$ cat src/sv/pltl_pkg.sv
// Shared codes, constants and controller/datapath interface types.
package pltl_pkg;

   localparam logic OP_WRITE  = 1'b0;
   localparam logic OP_LOOKUP = 1'b1;

   localparam int DATA_W = 16;
   localparam int NP_W   = 5;
   localparam int IDX_W  = 4;
   localparam int PROD_W = 2 * DATA_W;

   localparam logic [DATA_W-1:0] FULL_SCALE = 16'hFFFF;

   typedef enum logic [1:0] {
      ADDR_HI,
      ADDR_BELOW,
      ADDR_ZERO
   } addr_sel_type;

   typedef enum logic [1:0] {
      RES_ZERO,
      RES_READ,
      RES_INTERP
   } res_sel_type;

   typedef struct packed {
      logic         ld_item;
      logic         wr_entry;
      logic         rd_en;
      addr_sel_type addr_sel;
      logic         ld_hi;
      logic         ld_lo;
      logic         dec_hi;
      logic         ld_res;
      res_sel_type  res_sel;
      logic         div_start;
      logic         ld_frac;
      logic         ld_prod;
      logic         ld_rsp;
   } cmd_type;

   typedef struct packed {
      logic count_zero;
      logic x_ge;
      logic x_le;
      logic hi_is_one;
      logic div_done;
   } status_type;

endpackage

$ cat src/sv/pltl_ram.sv
// Generic single-write, single-read RAM with registered read data.
module pltl_ram #(
   parameter int WIDTH = 32,
   parameter int DEPTH = 16,
   localparam int ADDR_W = $clog2(DEPTH)
) (
   input  logic              clock,
   input  logic              wr_en,
   input  logic [ADDR_W-1:0] wr_addr,
   input  logic [WIDTH-1:0]  wr_data,
   input  logic              rd_en,
   input  logic [ADDR_W-1:0] rd_addr,
   output logic [WIDTH-1:0]  rd_data
);

   logic [WIDTH-1:0] mem_ff [DEPTH];
   logic [WIDTH-1:0] rd_data_ff;

   always_ff @(posedge clock) begin
      if (wr_en) begin
         mem_ff[wr_addr] <= wr_data;
      end
      if (rd_en) begin
         rd_data_ff <= mem_ff[rd_addr];
      end
   end

   assign rd_data = rd_data_ff;

endmodule

$ cat src/sv/pltl_div.sv
// Restoring divider: 32-bit dividend by 16-bit divisor, one quotient bit a cycle.
module pltl_div (
   input  logic                          clock,
   input  logic                          reset,
   input  logic                          start,
   input  logic [pltl_pkg::PROD_W-1:0]   dividend,
   input  logic [pltl_pkg::DATA_W-1:0]   divisor,
   output logic                          done,
   output logic [pltl_pkg::PROD_W-1:0]   quotient
);

   localparam int STEP_W = $clog2(pltl_pkg::PROD_W);

   logic [pltl_pkg::PROD_W-1:0] quo_ff, quo_in;
   logic [pltl_pkg::DATA_W-1:0] rem_ff, rem_in;
   logic [pltl_pkg::DATA_W-1:0] dvs_ff, dvs_in;
   logic [STEP_W-1:0]           step_ff, step_in;
   logic                        busy_ff, busy_in;
   logic                        done_ff, done_in;

   logic [pltl_pkg::DATA_W:0]   rem_sh;
   logic [pltl_pkg::DATA_W:0]   rem_sub;
   logic                        fits;

   assign rem_sh  = {rem_ff, quo_ff[pltl_pkg::PROD_W-1]};
   assign fits    = rem_sh >= {1'b0, dvs_ff};
   assign rem_sub = rem_sh - {1'b0, dvs_ff};

   always_comb begin
      quo_in  = quo_ff;
      rem_in  = rem_ff;
      dvs_in  = dvs_ff;
      step_in = step_ff;
      busy_in = busy_ff;
      done_in = done_ff;
      if (start) begin
         quo_in  = dividend;
         rem_in  = '0;
         dvs_in  = divisor;
         step_in = '0;
         busy_in = 1'b1;
         done_in = 1'b0;
      end else if (busy_ff) begin
         // shift one dividend bit in, subtract where the divisor fits
         quo_in  = {quo_ff[pltl_pkg::PROD_W-2:0], fits};
         rem_in  = fits ? rem_sub[pltl_pkg::DATA_W-1:0] : rem_sh[pltl_pkg::DATA_W-1:0];
         step_in = step_ff + STEP_W'(1);
         if (step_ff == STEP_W'(pltl_pkg::PROD_W - 1)) begin
            busy_in = 1'b0;
            done_in = 1'b1;
         end
      end
   end

   always_ff @(posedge clock) begin
      quo_ff <= quo_in;
      rem_ff <= rem_in;
      dvs_ff <= dvs_in;
      if (reset) begin
         step_ff <= '0;
         busy_ff <= 1'b0;
         done_ff <= 1'b0;
      end else begin
         step_ff <= step_in;
         busy_ff <= busy_in;
         done_ff <= done_in;
      end
   end

   assign done     = done_ff;
   assign quotient = quo_ff;

endmodule

$ cat src/sv/pltl_dpath.sv
// Datapath: count register, breakpoint RAM, segment registers, divider and multiplier.
module pltl_dpath #(
   parameter int MAX_POINTS = 16
) (
   input  logic                          clock,
   input  logic                          reset,
   input  pltl_pkg::cmd_type             cmd,
   output pltl_pkg::status_type          status,
   input  logic                          csr_write_en,
   input  logic [pltl_pkg::NP_W-1:0]     csr_num_points,
   input  logic [pltl_pkg::IDX_W-1:0]    req_entry_index,
   input  logic [pltl_pkg::DATA_W-1:0]   req_x_value,
   input  logic [pltl_pkg::DATA_W-1:0]   req_y_value,
   output logic [pltl_pkg::DATA_W-1:0]   rsp_y_result
);

   localparam int AW    = $clog2(MAX_POINTS);
   localparam int CNT_W = $clog2(MAX_POINTS + 1);
   localparam int CMP_W = (CNT_W > pltl_pkg::NP_W) ? CNT_W : pltl_pkg::NP_W;
   localparam int DW    = pltl_pkg::DATA_W;
   localparam int PW    = pltl_pkg::PROD_W;

   logic [pltl_pkg::NP_W-1:0] num_points_ff;
   logic [DW-1:0]             x_ff, xhi_ff, yhi_ff, xlo_ff, ylo_ff;
   logic [DW-1:0]             res_ff, res_in, frac_ff, rsp_data_ff;
   logic [PW-1:0]             prod_ff;
   logic [AW-1:0]             hi_ff, hi_in;

   logic [CMP_W-1:0]          np_ext, max_ext, count;
   logic                      idx_ok;
   logic [AW-1:0]             rd_addr;
   logic [2*DW-1:0]           rd_data;
   logic [DW-1:0]             rd_x, rd_y;
   logic [DW-1:0]             dx, dxw, abs_dy, interp;
   logic                      y_up;
   logic [PW-1:0]             frac_num, quo;
   logic [PW-1:0]             scale_sum;
   logic [DW-1:0]             scale_q;
   logic                      div_done;

   // clamp the programmed count to the table depth
   assign np_ext  = CMP_W'(num_points_ff);
   assign max_ext = CMP_W'(MAX_POINTS);
   assign count   = (np_ext > max_ext) ? max_ext : np_ext;
   assign idx_ok  = CMP_W'(req_entry_index) < max_ext;

   always_comb begin
      unique case (cmd.addr_sel)
         pltl_pkg::ADDR_HI:    rd_addr = hi_ff;
         pltl_pkg::ADDR_BELOW: rd_addr = hi_ff - AW'(1);
         pltl_pkg::ADDR_ZERO:  rd_addr = '0;
         default:              rd_addr = hi_ff;
      endcase
   end

   pltl_ram #(
      .WIDTH (2 * DW),
      .DEPTH (MAX_POINTS)
   ) u_table (
      .clock   (clock),
      .wr_en   (cmd.wr_entry && idx_ok),
      .wr_addr (AW'(req_entry_index)),
      .wr_data ({req_x_value, req_y_value}),
      .rd_en   (cmd.rd_en),
      .rd_addr (rd_addr),
      .rd_data (rd_data)
   );

   assign rd_x = rd_data[2*DW-1:DW];
   assign rd_y = rd_data[DW-1:0];

   // segment arithmetic
   assign dx       = x_ff - xlo_ff;
   assign dxw      = xhi_ff - xlo_ff;
   assign frac_num = {dx, {DW{1'b0}}} - {{DW{1'b0}}, dx};
   assign y_up     = ylo_ff < yhi_ff;
   assign abs_dy   = y_up ? (yhi_ff - ylo_ff) : (ylo_ff - yhi_ff);

   // divide the product by full scale: floor(p / 65535) = (p + (p >> 16) + 1) >> 16,
   // exact while the quotient fits 16 bits, and the sum cannot overflow 32 bits
   assign scale_sum = prod_ff + {{DW{1'b0}}, prod_ff[PW-1:DW]} + {{(PW-1){1'b0}}, 1'b1};
   assign scale_q   = scale_sum[PW-1:DW];
   assign interp    = y_up ? (ylo_ff + scale_q) : (ylo_ff - scale_q);

   pltl_div u_div (
      .clock    (clock),
      .reset    (reset),
      .start    (cmd.div_start),
      .dividend (frac_num),
      .divisor  (dxw),
      .done     (div_done),
      .quotient (quo)
   );

   always_comb begin
      hi_in = hi_ff;
      if (cmd.ld_item) begin
         hi_in = AW'(count - CMP_W'(1));
      end else if (cmd.dec_hi) begin
         hi_in = hi_ff - AW'(1);
      end
   end

   always_comb begin
      unique case (cmd.res_sel)
         pltl_pkg::RES_ZERO:   res_in = '0;
         pltl_pkg::RES_READ:   res_in = rd_y;
         pltl_pkg::RES_INTERP: res_in = interp;
         default:              res_in = '0;
      endcase
   end

   always_ff @(posedge clock) begin
      if (reset) begin
         num_points_ff <= '0;
      end else if (csr_write_en) begin
         num_points_ff <= csr_num_points;
      end
   end

   always_ff @(posedge clock) begin
      hi_ff <= hi_in;
      if (cmd.ld_item) begin
         x_ff <= req_x_value;
      end
      if (cmd.ld_hi) begin
         xhi_ff <= rd_x;
         yhi_ff <= rd_y;
      end
      if (cmd.ld_lo) begin
         xlo_ff <= rd_x;
         ylo_ff <= rd_y;
      end
      if (cmd.ld_frac) begin
         frac_ff <= quo[DW-1:0] + DW'(1);
      end
      if (cmd.ld_prod) begin
         prod_ff <= {{DW{1'b0}}, frac_ff} * {{DW{1'b0}}, abs_dy};
      end
      if (cmd.ld_res) begin
         res_ff <= res_in;
      end
      if (cmd.ld_rsp) begin
         rsp_data_ff <= res_ff;
      end
   end

   assign status.count_zero = (count == '0);
   assign status.x_ge       = x_ff >= rd_x;
   assign status.x_le       = x_ff <= rd_x;
   assign status.hi_is_one  = (hi_ff == AW'(1));
   assign status.div_done   = div_done;

   assign rsp_y_result = rsp_data_ff;

endmodule

$ cat src/sv/pltl_ctrl.sv
// Controller: sequences table reads, segment search, divisions and the result hand-off.
module pltl_ctrl (
   input  logic                 clock,
   input  logic                 reset,
   input  logic                 req_valid,
   output logic                 req_ready,
   input  logic                 req_op,
   output logic                 rsp_valid,
   input  logic                 rsp_ready,
   input  pltl_pkg::status_type status,
   output pltl_pkg::cmd_type    cmd
);

   typedef enum logic [11:0] {
      S_IDLE       = 12'b000000000001,
      S_RD_TOP     = 12'b000000000010,
      S_CK_TOP     = 12'b000000000100,
      S_RD_BOT     = 12'b000000001000,
      S_CK_BOT     = 12'b000000010000,
      S_RD_SRCH    = 12'b000000100000,
      S_CK_SRCH    = 12'b000001000000,
      S_FRAC_GO    = 12'b000010000000,
      S_FRAC_WAIT  = 12'b000100000000,
      S_MUL        = 12'b001000000000,
      S_SCALE      = 12'b010000000000,
      S_RESULT     = 12'b100000000000
   } state_type;

   state_type state_ff, state_in;
   logic      rsp_valid_ff, rsp_valid_in;
   logic      accept;

   assign req_ready = (state_ff == S_IDLE);
   assign accept    = req_valid && req_ready;

   always_comb begin
      cmd      = '0;
      state_in = state_ff;
      unique case (state_ff)
         S_IDLE: begin
            if (accept) begin
               if (req_op == pltl_pkg::OP_LOOKUP) begin
                  cmd.ld_item = 1'b1;
                  if (status.count_zero) begin
                     cmd.ld_res  = 1'b1;
                     cmd.res_sel = pltl_pkg::RES_ZERO;
                     state_in    = S_RESULT;
                  end else begin
                     state_in = S_RD_TOP;
                  end
               end else begin
                  cmd.wr_entry = 1'b1;
               end
            end
         end
         S_RD_TOP: begin
            cmd.rd_en    = 1'b1;
            cmd.addr_sel = pltl_pkg::ADDR_HI;
            state_in     = S_CK_TOP;
         end
         S_CK_TOP: begin
            if (status.x_ge) begin
               cmd.ld_res  = 1'b1;
               cmd.res_sel = pltl_pkg::RES_READ;
               state_in    = S_RESULT;
            end else begin
               cmd.ld_hi = 1'b1;
               state_in  = S_RD_BOT;
            end
         end
         S_RD_BOT: begin
            cmd.rd_en    = 1'b1;
            cmd.addr_sel = pltl_pkg::ADDR_ZERO;
            state_in     = S_CK_BOT;
         end
         S_CK_BOT: begin
            if (status.x_le) begin
               cmd.ld_res  = 1'b1;
               cmd.res_sel = pltl_pkg::RES_READ;
               state_in    = S_RESULT;
            end else begin
               // entry 0 is the low end unless the search stops higher
               cmd.ld_lo = 1'b1;
               state_in  = S_RD_SRCH;
            end
         end
         S_RD_SRCH: begin
            if (status.hi_is_one) begin
               state_in = S_FRAC_GO;
            end else begin
               cmd.rd_en    = 1'b1;
               cmd.addr_sel = pltl_pkg::ADDR_BELOW;
               state_in     = S_CK_SRCH;
            end
         end
         S_CK_SRCH: begin
            if (status.x_ge) begin
               cmd.ld_lo = 1'b1;
               state_in  = S_FRAC_GO;
            end else begin
               cmd.ld_hi  = 1'b1;
               cmd.dec_hi = 1'b1;
               state_in   = S_RD_SRCH;
            end
         end
         S_FRAC_GO: begin
            cmd.div_start = 1'b1;
            state_in      = S_FRAC_WAIT;
         end
         S_FRAC_WAIT: begin
            if (status.div_done) begin
               cmd.ld_frac = 1'b1;
               state_in    = S_MUL;
            end
         end
         S_MUL: begin
            cmd.ld_prod = 1'b1;
            state_in    = S_SCALE;
         end
         S_SCALE: begin
            cmd.ld_res  = 1'b1;
            cmd.res_sel = pltl_pkg::RES_INTERP;
            state_in    = S_RESULT;
         end
         S_RESULT: begin
            // hold until the output register is free
            if (!rsp_valid_ff || rsp_ready) begin
               cmd.ld_rsp = 1'b1;
               state_in   = S_IDLE;
            end
         end
         default: begin
            state_in = S_IDLE;
         end
      endcase
   end

   always_comb begin
      rsp_valid_in = rsp_valid_ff;
      if (cmd.ld_rsp) begin
         rsp_valid_in = 1'b1;
      end else if (rsp_ready) begin
         rsp_valid_in = 1'b0;
      end
   end

   always_ff @(posedge clock) begin
      if (reset) begin
         state_ff     <= S_IDLE;
         rsp_valid_ff <= 1'b0;
      end else begin
         state_ff     <= state_in;
         rsp_valid_ff <= rsp_valid_in;
      end
   end

   assign rsp_valid = rsp_valid_ff;

endmodule

$ cat src/sv/piecewise_linear_table_lookup_top.sv
// Top level of the piecewise-linear table lookup block.
//
// Usage: the req channel carries one item per handshake. A write item (req_op low)
// stores req_x_value / req_y_value at table entry req_entry_index in the accept
// cycle and returns nothing; entries at or beyond MAX_POINTS are dropped. A lookup
// item (req_op high) returns one item on the rsp channel holding y_result.
// csr_write_en / csr_num_points set the number of breakpoints in use; write it
// only while no lookup is in flight.
//
// Sequencing: a write leaves the block ready again at once. A lookup on an empty
// table goes straight to the result; otherwise it reads and compares the top entry
// (clamp at the top end), then entry 0 (clamp at the bottom end), then searches down
// from the top for the segment. Each search step reads one entry and compares it the
// next cycle, the fraction comes from a 32-step restoring divider, and the scale by
// full scale is a shift-and-add. One lookup is processed at a time; req_ready is high
// only while idle.
//
// Stalls: the result sits in an output register, so a new item is accepted while
// rsp_valid waits on rsp_ready; a following lookup holds in its last state until
// that register is free. Reset clears the count to zero; table contents are
// undefined until written.
module piecewise_linear_table_lookup_top #(
   parameter int MAX_POINTS = 16
) (
   input  logic                          clock,
   input  logic                          reset,
   input  logic                          req_valid,
   output logic                          req_ready,
   input  logic                          req_op,
   input  logic [pltl_pkg::IDX_W-1:0]    req_entry_index,
   input  logic [pltl_pkg::DATA_W-1:0]   req_x_value,
   input  logic [pltl_pkg::DATA_W-1:0]   req_y_value,
   output logic                          rsp_valid,
   input  logic                          rsp_ready,
   output logic [pltl_pkg::DATA_W-1:0]   rsp_y_result,
   input  logic                          csr_write_en,
   input  logic [pltl_pkg::NP_W-1:0]     csr_num_points
);

   pltl_pkg::cmd_type    cmd;
   pltl_pkg::status_type status;

   // sequencing of the search, the division and the scaling
   pltl_ctrl u_ctrl (
      .clock     (clock),
      .reset     (reset),
      .req_valid (req_valid),
      .req_ready (req_ready),
      .req_op    (req_op),
      .rsp_valid (rsp_valid),
      .rsp_ready (rsp_ready),
      .status    (status),
      .cmd       (cmd)
   );

   // table storage and arithmetic
   pltl_dpath #(
      .MAX_POINTS (MAX_POINTS)
   ) u_dpath (
      .clock           (clock),
      .reset           (reset),
      .cmd             (cmd),
      .status          (status),
      .csr_write_en    (csr_write_en),
      .csr_num_points  (csr_num_points),
      .req_entry_index (req_entry_index),
      .req_x_value     (req_x_value),
      .req_y_value     (req_y_value),
      .rsp_y_result    (rsp_y_result)
   );

   // out of reset the block is idle with no result pending
   a_reset_idle: assert property (@(posedge clock)
      reset |=> (req_ready && !rsp_valid))
      else $error("block not idle after reset");

   // a write item never makes the block busy
   a_write_no_busy: assert property (@(posedge clock) disable iff (reset)
      (req_valid && req_ready && req_op == pltl_pkg::OP_WRITE) |=> req_ready)
      else $error("write item left the block busy");

   // a lookup item holds off further items for at least the next cycle
   a_lookup_busy: assert property (@(posedge clock) disable iff (reset)
      (req_valid && req_ready && req_op == pltl_pkg::OP_LOOKUP) |=> !req_ready)
      else $error("lookup item did not occupy the block");

   // a new result only appears as the controller hands over and returns to idle
   a_result_then_idle: assert property (@(posedge clock) disable iff (reset)
      (!rsp_valid ##1 rsp_valid) |-> req_ready)
      else $error("result raised without the block returning to idle");

endmodule

$ cat config.mk
export PLATFORM = sky130hd
export DESIGN_NAME = piecewise_linear_table_lookup_top
export DESIGN_NICKNAME = d
export VERILOG_FILES = /design/src/sv/pltl_pkg.sv /design/src/sv/pltl_ram.sv /design/src/sv/pltl_div.sv /design/src/sv/pltl_dpath.sv /design/src/sv/pltl_ctrl.sv /design/src/sv/piecewise_linear_table_lookup_top.sv
export SDC_FILE = /design/constraint.sdc
export NUM_CORES = 2
export LEC_CHECK = 0
export ABC_AREA = 1
export BUFFER_PORTS_ARGS = -buffer_cell sky130_fd_sc_hd__buf_2
export CAP_MARGIN = 20
export CORE_MARGIN = 2
export CORE_UTILIZATION = 60
export DETAILED_ROUTE_END_ITERATION = 12
export GPL_TIMING_DRIVEN = 0
export PLACE_DENSITY = 0.73
export SYNTH_ARGS = -nofsm -noshare
export SYNTH_HDL_FRONTEND = slang
export SYNTH_SLANG_ARGS = --single-unit
$ cat constraint.sdc
create_clock -name clock -period 22.3 [get_ports clock]
set_input_delay 4.46 -clock clock [delete_from_list [all_inputs] [get_ports clock]]
set_output_delay 4.46 -clock clock [all_outputs]
set_load 0.02 [all_outputs]
* Word level (Yosys, flattened, before mapping) *
Memory sizes are Yosys's and may differ from the RTL's. A register that Yosys moved wholly into a read port is not among the register bits.
Index checks and enable logic that the tools add are counted.

operators by class
  add/sub/neg operators = 14
  $mul = 1
  magnitude comparators = 6
  eq/ne operators = 22
  multiplexer cells = 51
  reductions and logical operators = 12

operator list
  kind                     number
  $pmux W12 S12            1
  $sub A16 B16 Y16         6
  $mux W12                 7
  $mux W32                 2
  $mux W16                 3
  $add A32 B1 Y32 const B  1
  $add A32 B16 Y32         1
  $mul A16 B16 Y32         1
  $pmux W16 S2             1
  $sub A32 B16 Y32         1
  $mux W1                  20
  $mux W3                  6
  $ge A17 B16 Y1           1
  $add A16 B1 Y16 const B  1
  $add A16 B16 Y16         1
  $ge A16 B16 Y1           1
  $le A16 B16 Y1           1
  $lt A16 B16 Y1           1
  $mux W8                  2
  $eq A12 B1 Y1 const B    1
  $eq A12 B10 Y1 const B   1
  $eq A12 B11 Y1 const B   1
  $eq A12 B12 Y1 const B   1
  $eq A12 B2 Y1 const B    1
  other kinds (32)         43

storage, ports and cells
  bits in registers = 253
  RAM bits = 512
  logic and storage cells = 126
  memories kept = 1

memory list
  memory                  depth  bits a word  rd ports  clocked after Yosys merged registers in  wr ports  RTL line        text
  u_dpath.u_table.mem_ff  16     32           1         1                                        1         pltl_ram.sv:16  logic [WIDTH-1:0] mem_ff [DEPTH];

* Logic depth before layout (Yosys ltp) *
  word-level depth = 9
  gate-level depth with buffers = 38
  depth with buffers taken out = 36

* Hierarchy *
A second synthesis with hierarchy kept.

unflattened totals
  cell total of the unflattened synthesis = 5359
  area total of the unflattened synthesis = 49029.5 um2

modules (own cells, without submodules)
  module      instances  cells an instance  area an instance (um2)  seq. area each (um2)
  pltl_ram    1          2120               23050.9                 16335.7
  pltl_dpath  1          2569               20873.8                 5024.8
  pltl_div    1          513                4124.0                  1901.8
  pltl_ctrl   1          157                980.9                   260.2

* Worst setup path before layout *
OpenSTA, ideal clock, no wires.

  kind = register to register
  from = register u_dpath.ylo_ff[0]
  to = register u_dpath.prod_ff[29] (data pin)
  arrival time = 7.079 ns
  data required time = 22.034 ns
  path slack = 14.955 ns
  stages on the path, launching flop included = 38
  path buffers = 3
  cells stage by stage = edfxtp_1 -> inv_1 -> ha_1 -> inv_1 -> fa_1 -> a31oi_1 -> o21bai_2 -> nand3_1 -> nand2_2 -> buf_6 -> buf_4 -> nand2_1 -> nand2_2 -> inv_1 -> buf_2 -> nand2_1 -> fa_1 -> inv_1 -> [... 2 more ...] -> fa_1 -> inv_1 -> fa_1 -> fa_1 -> inv_1 -> fa_1 -> inv_1 -> ha_1 -> a21oi_1 -> o21a_1 -> o21ai_0 -> a21oi_1 -> o21ai_0 -> a21oi_1 -> inv_1 -> nand3_1 -> o2111ai_1 -> xor2_1

between the ends
  longest elaborated chain between the ends = 3
  elaborated cells on any way between the ends = 5
  classes of those cells = add/sub: 2; mul: 1; order compare: 1; mux: 1

ends and longest elaborated chain
  element                                                    RTL line                            text
  start: declaration                                         pltl_dpath.sv:24                    logic [DW-1:0] x_ff, xhi_ff, yhi_ff, xlo_ff, ylo_ff;
  start signal: assignment                                   pltl_dpath.sv:132                   ylo_ff <= rd_y;
  $sub A16 B16 Y16 / $lt A16 B16 Y1 (equally long branches)  pltl_dpath.sv:77, pltl_dpath.sv:76
  $mux W16 (*)                                               pltl_dpath.sv:77                    assign abs_dy = y_up ? (yhi_ff - ylo_ff) : (ylo_ff - yhi_ff);
  $mul A16 B16 Y32 (*)                                       pltl_dpath.sv:138                   prod_ff <= {{DW{1'b0}}, frac_ff} * {{DW{1'b0}}, abs_dy};
  end signal: assignment                                     pltl_dpath.sv:138
  end: declaration                                           pltl_dpath.sv:26                    logic [PW-1:0] prod_ff;

Mark *: on every way between the ends. The rest lies on a longest branch, timed or not.
A chain may end at the register's enable or synchronous reset.

* Worst setup path after layout *
Same ends and word-level chain as after synthesis.

==> impl_results.md <==
- DRC: 0
- Largest family of logic cells by synthesized area: adder cells
- Distinct cells, synth: 71
- Filler cells: 5784
- Fraction of synthesized cell area in xor and xnor cells: 0.02689
- Slowest stage cell, crit path: xor2_1
- Clock Latency Late Sink: 670 ps
- Fin nets: 5146
- Port Buffers: 64
- H-tree levels: 3
- WP data arrival: 9160 ps
- Hold Path Class: register to register
- IO Pins: 65
- TritonCTS clock tree: yes
- Max cap viols: 0
- Adder-cell share of the synthesized area: 0.1520
- Synth Instances: 4489
- Synth area leader: edfxtp_1
- HPWL Detailed: 90660 µm
- Share of cells above drive strength 1: 0.07645
- Min cycle time layout: 8788 ps
- Placement Rows: 101
- Relative slew slack: 0.1921
- Footprint of the multi-input gates: 0.01952 mm²
- Lkg Pwr: 20.66 nW
- Crit path kind: register to register
- Chip height: 280.7 µm
- Vias in the first global route: 33920
- TNS Setup: 0 ps
- Average wire per standard cell: 21.80 µm
- Chip width: 280.7 µm
- Top FF cell, synth: edfxtp_1
- Startpoint types: register
- Routed WL: 124300 µm
- Simple-Gate Fraction of Synth Area: 0.1358
- Core Area: 0.07582 mm²
- Final setup violation count: 0
- Post-CTS sizing: 0
- Clk buf depth: 3
- Max-slew violations: 0
- Pwr/cell area: 65.71 mW/mm²
- Die ar.: 0.07878 mm²
- Synth Area in Compound Gates: 0.1068
- Post-synth EDFFs: 756
- Peak per-stage delay on the critical path: 610 ps
- Detailed-route via count: 34030
- Sequential cell area: 0.02352 mm²
- DR vias/cell: 5.969
- Status: complete, no violations
- First-pass GRT wire length: 190000 µm
- Final core occ: 0.6698
- Fmax: 113.8 MHz
- Sequential share of the synthesized area: 0.5121
- Clk sinks: 797
- Area delta synth->final: 10.57%
- Slew at the pin closest to its max-slew limit: 1212 ps
- GRT Residual Overflow: 0
- GPL Wtd Cong: 0.9295
- TritonCTS buffer count: 83
- Initial core utilization: 0.6057
- Initial antenna violation count: 4
- Main area contributors after synthesis: edfxtp_1, fa_1, ha_1, nand2_1, inv_1
- Tot GR Track Use: 0.3195
- Post-synthesis mux area share: 0.0004359
- Drt pass-1 iters: 6
- Post-DRT Antenna Nets: 0
- Postcts setup bufs: 0
- Cts hold-fix bufs: 0
- CP required: 22670 ps
- Post-synthesis async set-or-reset flop share: 0
- Worst vdd ir: 0.09263 mV
- Most frequent cell after synthesis: edfxtp_1
- Clk Tree Root Cell: clkbuf_16
- Flop and latch count out of synthesis: 797
- Hold slack: 373.1 ps
- RSZ-0062 raised after global routing: false
- Setup crit end kind: register
- Hold Fails Final Rpt: 0
- Post-Syn Area: 0.04593 mm²
- Reg clk slew, reported paths: 60 ps
- Synthesized Nets: 4974
- Commonest cells in the netlist: edfxtp_1, nand2_1, inv_1
- Final Total Pwr: 3.337 mW
- Post-synth top area share: 0.4943
- Crit path max fanout: 10
- Drt initial violations: 3986
- Final period util: 0.3941
- Synth Warn #: 0
- Post-Syn Area per Cell: 10.23 µm²
- Largest net degree at the start of global routing: 33
- Clock skew: 71.83 ps
-- critical path, delay by kind of cell, from the launching register on --
family	cells	cell delay, ps
AO/OA/AOI/OAI	10	1900
XOR/XNOR	2	780
adder cells (fa/ha/maj)	9	4030
buffers and inverters	9	1030
flip-flops	1	400
AND/OR/NAND/NOR	5	430
-- layout make-up --
class                           count  share of cell area
Antenna cell                        1          0.00004928
Buffer                            152             0.01222
Clock buffer                       99             0.04270
Clock inverter                     47             0.01131
Inverter                          640             0.04738
Multi-Input combinational cell   2900              0.3843
Sequential cell                   797              0.4632
Tap cell                          978             0.02410
Timing Repair Buffer               87             0.01471
-- kinds of logic (layout without fill, tap and decap cells) --
kind of cell	after synthesis	in the layout
buf+inv	792	1025
flops	797	797
xor+xnor	126	126
mux	2	2
compound gates	843	843
other cells	0	1
simple gates	1491	1491
fa+ha+maj	438	438
-- routing by layer --
metal / vias up / part of all wire / global-route usage / wire (µm)
li1: 15570 / - / - / -
met2: 1814 / 0.47 / 0.5272 / 58420
met1: 16260 / 0.39 / 0.4104 / 47860
met3: 380 / 0.10 / 0.06626 / 12480
met4: 6 / 0.044 / 0.1401 / 5486
met5: - / 0.00039 / 0 / 49
-- report_power, final --
group	internal, mW	leakage (nW)	switching [mW]	total (mW)
clock	0.797	1.33	0.602	1.40
sequential	1.65	7.17	0.00733	1.66
combinational	0.0748	12.2	0.204	0.279
total	2.52	20.7	0.813	3.34
-- sequential cells by signal (all words and copies together) (netlist names), 16 cells and up --
register	cells
u_dpath.u_table.rd_data	32
u_dpath.u_div.dvs_ff	16
u_dpath.x_ff	16
u_dpath.res_ff	16
u_dpath.prod_ff	32
u_dpath.yhi_ff	16
u_dpath.ylo_ff	16
u_dpath.u_div.quotient	32
u_dpath.frac_ff	16
u_dpath.u_table.mem_ff	512
u_dpath.xhi_ff	16
u_dpath.u_div.rem_ff	16
u_dpath.rsp_y_result	16
u_dpath.xlo_ff	16
-- worst paths after layout --
| path | from | end | slack, ps | cells past startpoint |
|---|---|---|---|---|
| worst max-delay path | u_dpath.ylo_ff[0] | u_dpath.prod_ff[29] | 13510 | 35 |
| worst min-delay path | u_dpath.res_ff[1] | u_dpath.rsp_y_result[1] | 370 | 0 |
| worst max register to register | u_dpath.ylo_ff[0] | u_dpath.prod_ff[29] | 13510 | 35 |
| worst min register to register | u_dpath.res_ff[1] | u_dpath.rsp_y_result[1] | 370 | 0 |
-- cells in the final DEF (no fill, tap or decap), drive strengths merged, types with 2 or more instances in the layout --
master	count
a21oi	190
buf	113
o221ai	77
a221oi	2
o21ai	430
a21o	15
nand4	30
ha	238
o31ai	7
clkinvlp	3
bufinv	8
a31oi	20
mux2i	2
fa	200
edfxtp	756
nor3	32
inv	643
o21a	8
nor2	583
o2111ai	5
dfxtp	41
clkinv	33
and3	2
or2	10
nand3	146
xor2	87
o22ai	62
nand3b	3
nor4	11
o211ai	9
nand2	673
o21bai	11
xnor2	39
clkbuf	225
-- through the flow --
stage | instance area [µm²] | std cells | setup slack (ps)
detailed placement | 48040 | 5554 | 13600
finish | 50780 | 5701 | 13510
CTS | 50780 | 5700 | 13610
global placement | 47470 | 5531 | 13280
floorplan | 45930 | 4489 | 14960
global route | 50780 | 5700 | 13100
No activity file was read; power rests on OpenSTA's default activity.
